===== src/rtl/core/sqmm_pkg.sv =====
// ----------------------------------------------------------------------------
// sqmm_pkg: shared definitions of the square matrix multiplier
// Field widths, register map, reset values and the types that pass
// between the loader, the job queue and the compute engine.
// ----------------------------------------------------------------------------
package sqmm_pkg;

  localparam int DEF_MAX_DIM = 8;

  localparam int ELEM_W    = 16;
  localparam int MUL_W     = 2 * ELEM_W;
  localparam int PROD_W    = 40;
  localparam int DIM_REG_W = 4;
  localparam int APB_W     = 32;
  localparam int PADDR_W   = 1;

  localparam logic [DIM_REG_W-1:0] DIM_RESET      = 4'd8;
  localparam logic [PADDR_W-1:0]   ADDR_DIMENSION = 1'b0;

  typedef enum logic {
    BK_IDLE,
    BK_RUN
  } back_state_t;

  // Store write request from the loader.
  typedef struct packed {
    logic                     en;
    logic                     to_b;
    logic signed [ELEM_W-1:0] data;
  } elem_wr_t;

endpackage


===== src/rtl/core/square_matrix_multiply_top.sv =====
// ----------------------------------------------------------------------------
// square_matrix_multiply_top: signed square matrix multiplier
// Loads A then B row-major, one element per beat, and returns C = A * B
// row-major as full-width 40-bit sums, flagging the final element.
// ----------------------------------------------------------------------------
// Usage:
// The dimension register (byte address 0 of the APB-style port, reset 8)
// sets n; zero acts as one and values above MAX_DIM saturate. Writing it
// restarts the load with A. Write it only while the block is idle.
// An element beat is taken on a clock edge with start high and busy low.
// The first n*n beats fill A, the next n*n fill B, one beat per cycle.
// The beat that completes B posts a job to a two-entry queue. From the
// next cycle busy is high while the job is queued and while the engine
// performs one multiply-accumulate per cycle; its single multiplier and
// the one read port of each store set that rate.
// Results appear on product_element with result_valid high for exactly one
// cycle each; last_element marks the final element of C. The receiver
// cannot stall the block, so results must be taken as they come. The
// stores need no clearing: reset returns the loader to the start of A,
// empties the queue, sets the dimension to 8 and idles the engine, so
// the block is ready in the first cycle after reset.
// ----------------------------------------------------------------------------
module square_matrix_multiply_top #(
  parameter int MAX_DIM = sqmm_pkg::DEF_MAX_DIM
) (
  input  logic                                clk,
  input  logic                                rst,
  input  logic                                psel,
  input  logic                                penable,
  input  logic                                pwrite,
  input  logic [sqmm_pkg::PADDR_W-1:0]        paddr,
  input  logic [sqmm_pkg::APB_W-1:0]          pwdata,
  output logic [sqmm_pkg::APB_W-1:0]          prdata,
  output logic                                pready,
  input  logic                                start,
  output logic                                busy,
  input  logic signed [sqmm_pkg::ELEM_W-1:0]  element_value,
  output logic                                result_valid,
  output logic signed [sqmm_pkg::PROD_W-1:0]  product_element,
  output logic                                last_element
);
  import sqmm_pkg::*;

  localparam int DIM_W = $clog2(MAX_DIM + 1);
  localparam int IDX_W = (MAX_DIM > 1) ? $clog2(MAX_DIM * MAX_DIM) : 1;

  logic [DIM_REG_W-1:0] dimension;
  logic                 cfg_write;
  logic                 dim_write;
  logic                 accept;

  elem_wr_t         wr;
  logic [IDX_W-1:0] wr_addr;
  logic             job_push;
  logic [DIM_W-1:0] job_dim;
  logic             job_pop;
  logic             job_empty;
  logic [DIM_W-1:0] job_head;
  logic             running;

  // Configuration port: zero wait states, one register.
  assign pready    = 1'b1;
  assign cfg_write = psel && penable && pwrite && pready;
  assign dim_write = cfg_write && (paddr == ADDR_DIMENSION);

  always_ff @(posedge clk) begin
    if (rst) begin
      dimension <= DIM_RESET;
    end else if (dim_write) begin
      dimension <= pwdata[DIM_REG_W-1:0];
    end
  end

  always_comb begin
    if (paddr == ADDR_DIMENSION) begin
      prdata = {(APB_W - DIM_REG_W)'(0), dimension};
    end else begin
      prdata = '0;
    end
  end

  // The block holds off new elements while a job is queued or running,
  // since the engine reads the same stores the loader writes.
  assign busy   = !job_empty || running;
  assign accept = start && !busy;

  sqmm_front #(
    .MAX_DIM (MAX_DIM)
  ) u_front (
    .clk           (clk),
    .rst           (rst),
    .cfg_clear     (dim_write),
    .dimension     (dimension),
    .accept        (accept),
    .element_value (element_value),
    .wr            (wr),
    .wr_addr       (wr_addr),
    .job_push      (job_push),
    .job_dim       (job_dim)
  );

  sqmm_job_fifo #(
    .W (DIM_W)
  ) u_job_fifo (
    .clk       (clk),
    .rst       (rst),
    .push      (job_push),
    .push_data (job_dim),
    .pop       (job_pop),
    .empty     (job_empty),
    .head      (job_head)
  );

  sqmm_back #(
    .MAX_DIM (MAX_DIM)
  ) u_back (
    .clk             (clk),
    .rst             (rst),
    .wr              (wr),
    .wr_addr         (wr_addr),
    .job_valid       (!job_empty),
    .job_dim         (job_head),
    .job_pop         (job_pop),
    .running         (running),
    .result_valid    (result_valid),
    .product_element (product_element),
    .last_element    (last_element)
  );

endmodule


===== src/rtl/core/sqmm_front.sv =====
// ----------------------------------------------------------------------------
// sqmm_front: element loader
// Counts incoming elements into the A and B stores and posts a job with
// the effective dimension once the last element of B is in.
// ----------------------------------------------------------------------------
module sqmm_front #(
  parameter int MAX_DIM = sqmm_pkg::DEF_MAX_DIM,
  localparam int DIM_W = $clog2(MAX_DIM + 1),
  localparam int IDX_W = (MAX_DIM > 1) ? $clog2(MAX_DIM * MAX_DIM) : 1
) (
  input  logic                                clk,
  input  logic                                rst,
  input  logic                                cfg_clear,
  input  logic [sqmm_pkg::DIM_REG_W-1:0]      dimension,
  input  logic                                accept,
  input  logic signed [sqmm_pkg::ELEM_W-1:0]  element_value,
  output sqmm_pkg::elem_wr_t                  wr,
  output logic [IDX_W-1:0]                    wr_addr,
  output logic                                job_push,
  output logic [DIM_W-1:0]                    job_dim
);
  import sqmm_pkg::*;

  localparam int NN_W = 2 * DIM_W;

  logic             phase;
  logic             phase_next;
  logic [IDX_W-1:0] idx;
  logic [IDX_W-1:0] idx_next;
  logic [DIM_W-1:0] n_eff;
  logic [NN_W-1:0]  nn;
  logic             at_last;

  // A zero dimension acts as one; anything above the store size saturates.
  always_comb begin
    priority if (dimension == '0) begin
      n_eff = DIM_W'(1);
    end else if (32'(dimension) > 32'(MAX_DIM)) begin
      n_eff = DIM_W'(MAX_DIM);
    end else begin
      n_eff = DIM_W'(dimension);
    end
  end

  assign nn      = NN_W'(n_eff) * NN_W'(n_eff);
  assign at_last = (NN_W'(idx) == NN_W'(nn - 1'b1));

  always_comb begin
    if (at_last) begin
      idx_next   = '0;
      phase_next = ~phase;
    end else begin
      idx_next   = IDX_W'(idx + 1'b1);
      phase_next = phase;
    end
  end

  always_ff @(posedge clk) begin
    if (rst || cfg_clear) begin
      idx   <= '0;
      phase <= 1'b0;
    end else if (accept) begin
      idx   <= idx_next;
      phase <= phase_next;
    end
  end

  assign wr.en    = accept;
  assign wr.to_b  = phase;
  assign wr.data  = element_value;
  assign wr_addr  = idx;
  assign job_push = accept && phase && at_last;
  assign job_dim  = n_eff;

  a_idx_in_matrix: assert property (@(posedge clk) disable iff (rst)
    accept |-> (NN_W'(idx) < nn))
    else $error("load index beyond matrix size");

endmodule


===== src/rtl/core/sqmm_job_fifo.sv =====
// ----------------------------------------------------------------------------
// sqmm_job_fifo: two-entry job queue
// Holds posted multiply jobs between the loader and the compute engine.
// ----------------------------------------------------------------------------
module sqmm_job_fifo #(
  parameter int W = 4
) (
  input  logic         clk,
  input  logic         rst,
  input  logic         push,
  input  logic [W-1:0] push_data,
  input  logic         pop,
  output logic         empty,
  output logic [W-1:0] head
);
  import sqmm_pkg::*;

  localparam int DEPTH = 2;

  logic [W-1:0] entries [DEPTH];
  logic         wr_ptr;
  logic         rd_ptr;
  logic [1:0]   count;

  always_ff @(posedge clk) begin
    if (push) begin
      entries[wr_ptr] <= push_data;
    end
  end

  always_ff @(posedge clk) begin
    if (rst) begin
      wr_ptr <= 1'b0;
      rd_ptr <= 1'b0;
      count  <= '0;
    end else begin
      if (push) begin
        wr_ptr <= ~wr_ptr;
      end
      if (pop) begin
        rd_ptr <= ~rd_ptr;
      end
      count <= 2'(count + {1'b0, push} - {1'b0, pop});
    end
  end

  assign empty = (count == '0);
  assign head  = entries[rd_ptr];

  a_no_overflow: assert property (@(posedge clk) disable iff (rst)
    push |-> (count != 2'(DEPTH) || pop))
    else $error("job queue overflow");

endmodule


===== src/rtl/core/sqmm_back.sv =====
// ----------------------------------------------------------------------------
// sqmm_back: compute engine
// Holds the A and B stores and runs one multiply-accumulate per cycle
// through read, multiply and accumulate stages, emitting C row-major.
// ----------------------------------------------------------------------------
module sqmm_back #(
  parameter int MAX_DIM = sqmm_pkg::DEF_MAX_DIM,
  localparam int DIM_W = $clog2(MAX_DIM + 1),
  localparam int IDX_W = (MAX_DIM > 1) ? $clog2(MAX_DIM * MAX_DIM) : 1
) (
  input  logic                                clk,
  input  logic                                rst,
  input  sqmm_pkg::elem_wr_t                  wr,
  input  logic [IDX_W-1:0]                    wr_addr,
  input  logic                                job_valid,
  input  logic [DIM_W-1:0]                    job_dim,
  output logic                                job_pop,
  output logic                                running,
  output logic                                result_valid,
  output logic signed [sqmm_pkg::PROD_W-1:0]  product_element,
  output logic                                last_element
);
  import sqmm_pkg::*;

  localparam int DEPTH = MAX_DIM * MAX_DIM;

  logic signed [ELEM_W-1:0] mem_a [DEPTH];
  logic signed [ELEM_W-1:0] mem_b [DEPTH];

  back_state_t state;
  back_state_t state_next;

  logic [DIM_W-1:0] n_reg;
  logic [DIM_W-1:0] i_cnt;
  logic [DIM_W-1:0] j_cnt;
  logic [DIM_W-1:0] k_cnt;
  logic [IDX_W-1:0] row_base;
  logic [IDX_W-1:0] a_addr;
  logic [IDX_W-1:0] b_addr;
  logic             issue;
  logic             k_last;
  logic             j_last;
  logic             i_last;

  logic                     s1_valid, s1_first, s1_last, s1_final;
  logic signed [ELEM_W-1:0] rd_a;
  logic signed [ELEM_W-1:0] rd_b;
  logic                     s2_valid, s2_first, s2_last, s2_final;
  logic signed [MUL_W-1:0]  prod;
  logic signed [PROD_W-1:0] prod_ext;
  logic signed [PROD_W-1:0] acc;
  logic signed [PROD_W-1:0] sum_now;

  assign k_last = (k_cnt == DIM_W'(n_reg - 1'b1));
  assign j_last = (j_cnt == DIM_W'(n_reg - 1'b1));
  assign i_last = (i_cnt == DIM_W'(n_reg - 1'b1));

  always_comb begin
    state_next = state;
    unique case (state)
      BK_IDLE: begin
        if (job_valid) begin
          state_next = BK_RUN;
        end
      end
      BK_RUN: begin
        if (k_last && j_last && i_last) begin
          state_next = BK_IDLE;
        end
      end
      default: state_next = BK_IDLE;
    endcase
  end

  always_comb begin
    job_pop = 1'b0;
    issue   = 1'b0;
    unique case (state)
      BK_IDLE: job_pop = job_valid;
      BK_RUN:  issue   = 1'b1;
      default: begin
        job_pop = 1'b0;
        issue   = 1'b0;
      end
    endcase
  end

  assign running = issue;

  always_ff @(posedge clk) begin
    if (rst) begin
      state <= BK_IDLE;
    end else begin
      state <= state_next;
    end
  end

  // Walk i, j, k with running addresses: A steps by one, B steps by a row.
  always_ff @(posedge clk) begin
    if (job_pop) begin
      n_reg    <= job_dim;
      i_cnt    <= '0;
      j_cnt    <= '0;
      k_cnt    <= '0;
      row_base <= '0;
      a_addr   <= '0;
      b_addr   <= '0;
    end else if (issue) begin
      if (!k_last) begin
        k_cnt  <= DIM_W'(k_cnt + 1'b1);
        a_addr <= IDX_W'(a_addr + 1'b1);
        b_addr <= IDX_W'(b_addr + IDX_W'(n_reg));
      end else begin
        k_cnt <= '0;
        if (!j_last) begin
          j_cnt  <= DIM_W'(j_cnt + 1'b1);
          a_addr <= row_base;
          b_addr <= IDX_W'(IDX_W'(j_cnt) + 1'b1);
        end else begin
          j_cnt    <= '0;
          b_addr   <= '0;
          i_cnt    <= DIM_W'(i_cnt + 1'b1);
          row_base <= IDX_W'(row_base + IDX_W'(n_reg));
          a_addr   <= IDX_W'(row_base + IDX_W'(n_reg));
        end
      end
    end
  end

  always_ff @(posedge clk) begin
    if (wr.en && !wr.to_b) begin
      mem_a[wr_addr] <= wr.data;
    end
    if (issue) begin
      rd_a <= mem_a[a_addr];
    end
  end

  always_ff @(posedge clk) begin
    if (wr.en && wr.to_b) begin
      mem_b[wr_addr] <= wr.data;
    end
    if (issue) begin
      rd_b <= mem_b[b_addr];
    end
  end

  always_ff @(posedge clk) begin
    if (rst) begin
      s1_valid     <= 1'b0;
      s2_valid     <= 1'b0;
      result_valid <= 1'b0;
    end else begin
      s1_valid     <= issue;
      s2_valid     <= s1_valid;
      result_valid <= s2_valid && s2_last;
    end
  end

  always_ff @(posedge clk) begin
    s1_first <= (k_cnt == '0);
    s1_last  <= k_last;
    s1_final <= k_last && j_last && i_last;
    s2_first <= s1_first;
    s2_last  <= s1_last;
    s2_final <= s1_final;
    prod     <= rd_a * rd_b;
  end

  assign prod_ext = {{(PROD_W - MUL_W){prod[MUL_W-1]}}, prod};
  assign sum_now  = (s2_first ? PROD_W'(0) : acc) + prod_ext;

  always_ff @(posedge clk) begin
    if (s2_valid) begin
      acc <= sum_now;
    end
    if (s2_valid && s2_last) begin
      product_element <= sum_now;
      last_element    <= s2_final;
    end
  end

  a_counters_in_range: assert property (@(posedge clk) disable iff (rst)
    (state == BK_RUN) |-> (k_cnt < n_reg && j_cnt < n_reg && i_cnt < n_reg))
    else $error("loop counter beyond dimension");

  a_read_only_when_running: assert property (@(posedge clk) disable iff (rst)
    s1_valid |-> $past(state == BK_RUN))
    else $error("store read outside a job");

  a_final_ends_burst: assert property (@(posedge clk) disable iff (rst)
    (result_valid && last_element) |=> !result_valid)
    else $error("result directly after the final element");

endmodule

===== config.mk =====
export PLATFORM = sky130hd
export DESIGN_NAME = square_matrix_multiply_top
export DESIGN_NICKNAME = d
export VERILOG_FILES = /design/src/rtl/core/sqmm_pkg.sv /design/src/rtl/core/square_matrix_multiply_top.sv /design/src/rtl/core/sqmm_front.sv /design/src/rtl/core/sqmm_job_fifo.sv /design/src/rtl/core/sqmm_back.sv
export SDC_FILE = /design/constraint.sdc
export NUM_CORES = 2
export LEC_CHECK = 0
export BUFFER_PORTS_ARGS = -buffer_cell sky130_fd_sc_hd__buf_4
export CORE_MARGIN = 2
export CORE_UTILIZATION = 63
export DETAILED_ROUTE_END_ITERATION = 10
export GPL_TIMING_DRIVEN = 0
export PLACE_DENSITY = 0.8
export SYNTH_ARGS = -nofsm -noshare
export SYNTH_HDL_FRONTEND = slang
export SYNTH_HIERARCHICAL = 1
export SYNTH_SLANG_ARGS = --single-unit

===== constraint.sdc =====
create_clock -name clk -period 8.2 [get_ports clk]
set_input_delay 0.41 -clock clk [delete_from_list [all_inputs] [get_ports clk]]
set_output_delay 0.41 -clock clk [all_outputs]
set_load 0.01 [all_outputs]

==> results.md <==
* Status: finished, final reports clean
* Share of layout cells above drive strength 1 at 24.5%
* CTS tree: yes
* Routed WL at 266 mm
* Clk_skew at 0.0532 ns
* R2R depth at 21
* Tot GR Track Use at 33.4%
* Total negative slack at 0 ns
* 1st-iter DRT viols at 7768
* Worst path most repeated cell: fa_1
* Synth top area share at 66.5%
* Sequential cell area at 0.0670 sq mm
* WHS Endpoint: u_back/mem_b[51][14]
* Critical path type: reg2reg
* Total of warnings raised by yosys at 6
* Row count at 144
* Hold Crit Start: element_value[14]
* Fmax at 140 MHz
* Crit-path cells: clkbuf_1 -> nand2_1 -> fa_1 -> fa_1 -> fa_1 -> inv_1 -> fa_1 -> fa_1 -> inv_1 -> fa_1 -> inv_1 -> ha_1 -> and2_1 -> a2111oi_2 -> nand2_1 -> a211oi_2 -> o31ai_1 -> o41ai_2 -> o2111ai_1 -> a21oi_1 -> xnor2_1
* Die Height at 399 um
* Fin crit period at 7.15 ns
* Post-CTS Resized at 0
* Crit path launch type: register
* Initial Util at 63.5%
* DRT Pass-1 Iters at 6
* Pins over their slew limit at 0
* Area contributors post-synth: edfxtp_1 (67%), mux4_2 (15%), fa_1 (5.4%)
* Max Cap Viol at 0
* Async SR Flop Fraction at 0%
* Hold Vio Cnt, Final at 0
* Yosys cell types at 84
* Hold-fix buffers, CTS at 7
* Post-Syn Area at 0.0981 sq mm
* Req. time, crit path at 8.97 ns
* Via/cell ratio at 6.88
* Clk slew on worst S/H paths at 0.07 ns
* PortBufs at 57
* Core footprint at 0.154 sq mm
* Vias in the first global route at 52327
* Area of the multi-input gates at 0.0289 sq mm
* Routed Antenna Nets at 0
* Post-synth top flop: edfxtp_1
* Worst R2R End: u_back/prod[31]
* Initial antenna violation count at 15
* Mapped Cells at 5014
* Crit-path leading delay family: adder cells
* Worst min-delay path class: in2reg
* Via Count at 52464
* Max-slew headroom at 5.86%
* Dpl hpwl at 154 mm
* Gpl congestion at 0.934
* Largest net degree at the start of global routing at 129
* Drt drc at 0
* Top-Level Pins at 131
* Most frequent cell after synthesis: edfxtp_1
* Clock sinks at 2261
* Slew @ Worst Pin at 1.41 ns
* #FFs+latches synth at 2261
* Crit-path max cell delay at 0.56 ns
* Worst hold path cell count at 1
* Total Nets Final at 5853
* Die area at 0.159 sq mm
* Clk Latency, worst-skew pair at 0.86 ns
* Layout area overhead at 11.9%
* Slowest CP cell: edfxtp_1
* Clock tree buffer depth at 3
* FILL cells at 8657
* CP startpoint: u_back/rd_a[13]
* CP Max Fanout at 10
* Commonest cells post-synth: edfxtp_1 (2173), mux4_2 (672), inv_1 (328)
* CTS Buf Count at 212
* First-pass GRT wire length at 373 mm
* Worst path buffer plus inverter count at 4
* Crit path DAT at 7.91 ns
* Setup-failing EPs final at 0
* RSZ-0062 raised after global routing: false
* Overflow after GRT at 0
* Top Registers: u_back/mem_a x1024, u_back/mem_b x1024
* Post-synth top area cell: edfxtp_1
* Worst Setup End Kind: register
* Seq/Total Area, Yosys at 68.3%
* H-Tree Level Count at 4
* Postcts setup bufs at 0
* Worst r2r src: u_back/rd_a[13]
* Number of flops mapped to enable cells by yosys at 2173
* Worst reg-to-reg setup slack at 1.05 ns
* Avg Inst Size Synth at 19.6 sq um
* Die X at 399 um
* Period utilization at 87.2%
* DR WL/cell at 35.0 um
* Root Buffer: clkbuf_16
[cells in the final DEF (no fill, tap or decap), drive strengths merged, types with 10 or more instances in the layout]
master	synthesis	layout
a21o	30	30
a21oi	75	75
and2	130	130
and3	10	10
buf	126	247
bufinv	0	17
clkbuf	148	412
clkinv	0	102
conb	2	29
dfxtp	88	88
dlygate4sd3	0	16
edfxtp	2173	2173
fa	265	265
ha	141	141
inv	329	337
mux2i	10	10
mux4	672	672
nand2	195	195
nand2b	24	24
nand3	24	24
nand4	11	11
nor2	196	196
nor2b	61	61
nor3	10	10
o21ai	45	45
o21bai	12	12
xnor2	77	77
xor2	39	39
[kinds of logic (layout without fill, tap and decap cells)]
| family | Yosys count | count (layout) | synth area share, % |
|---|---|---|---|
| xor+xnor | 117 | 117 | 1.06 |
| fa+ha+maj | 406 | 406 | 7.21 |
| other cells | 2 | 32 | 0.00766 |
| buf+inv | 603 | 1136 | 2.68 |
| flops | 2261 | 2261 | 68.3 |
| simple gates | 698 | 698 | 3.50 |
| mux | 688 | 688 | 15.6 |
| compound gates | 239 | 239 | 1.64 |
[stage by stage]
stage / utilization (%) / worst slack, ns / cells / instance area (sq um) / hold WS [ns]
finish: 71.1 / 1.05 / 7621 / 110000 / 0.0187
global route: 71.1 / 0.728 / 7618 / 110000 / 0.00379
CTS: 70.7 / 1.04 / 7593 / 109000 / 0.0702
detailed placement: 66.2 / 1.11 / 7190 / 102000 / 0.312
global placement: 65.5 / 1.16 / 7142 / 101000 / 0.312
floorplan: - / 2.21 / 5041 / 98200 / 0.310
[worst max path at each step]
stage	to	cells after the start	slack, ns
after floorplan	u_back/prod[31]	23	2.21
after global placement	u_back/prod[31]	23	1.16
after detailed placement	u_back/prod[31]	21	1.11
after CTS	u_back/prod[31]	21	1.04
after global routing	u_back/prod[30]	20	0.73
final	u_back/prod[31]	21	1.05
[final cells by class]
| class | instances | area share [%] |
|---|---|---|
| multi-input cells | 2177 | 26.3 |
| clock buffers | 264 | 5.14 |
| inverters | 329 | 1.13 |
| repair buffers | 137 | 1.60 |
| clock inverters | 132 | 1.09 |
| flip-flops and latches | 2261 | 61.1 |
| well taps | 2044 | 2.33 |
| plain buffers | 274 | 1.33 |
| diodes | 3 | 0.00684 |
[metal layers]
layer | wire length (um) | track usage, % | up-vias
met5 | 140 | 0 | -
met4 | 15000 | 14.8 | 16
met3 | 35200 | 9.37 | 817
met2 | 128000 | 53.1 | 4358
met1 | 88300 | 43.9 | 26980
li1 | - | - | 20293
Power is left out: the tool's default activity adds up to more than one toggle a clock period on the data nets, which glitch-free logic cannot reach.
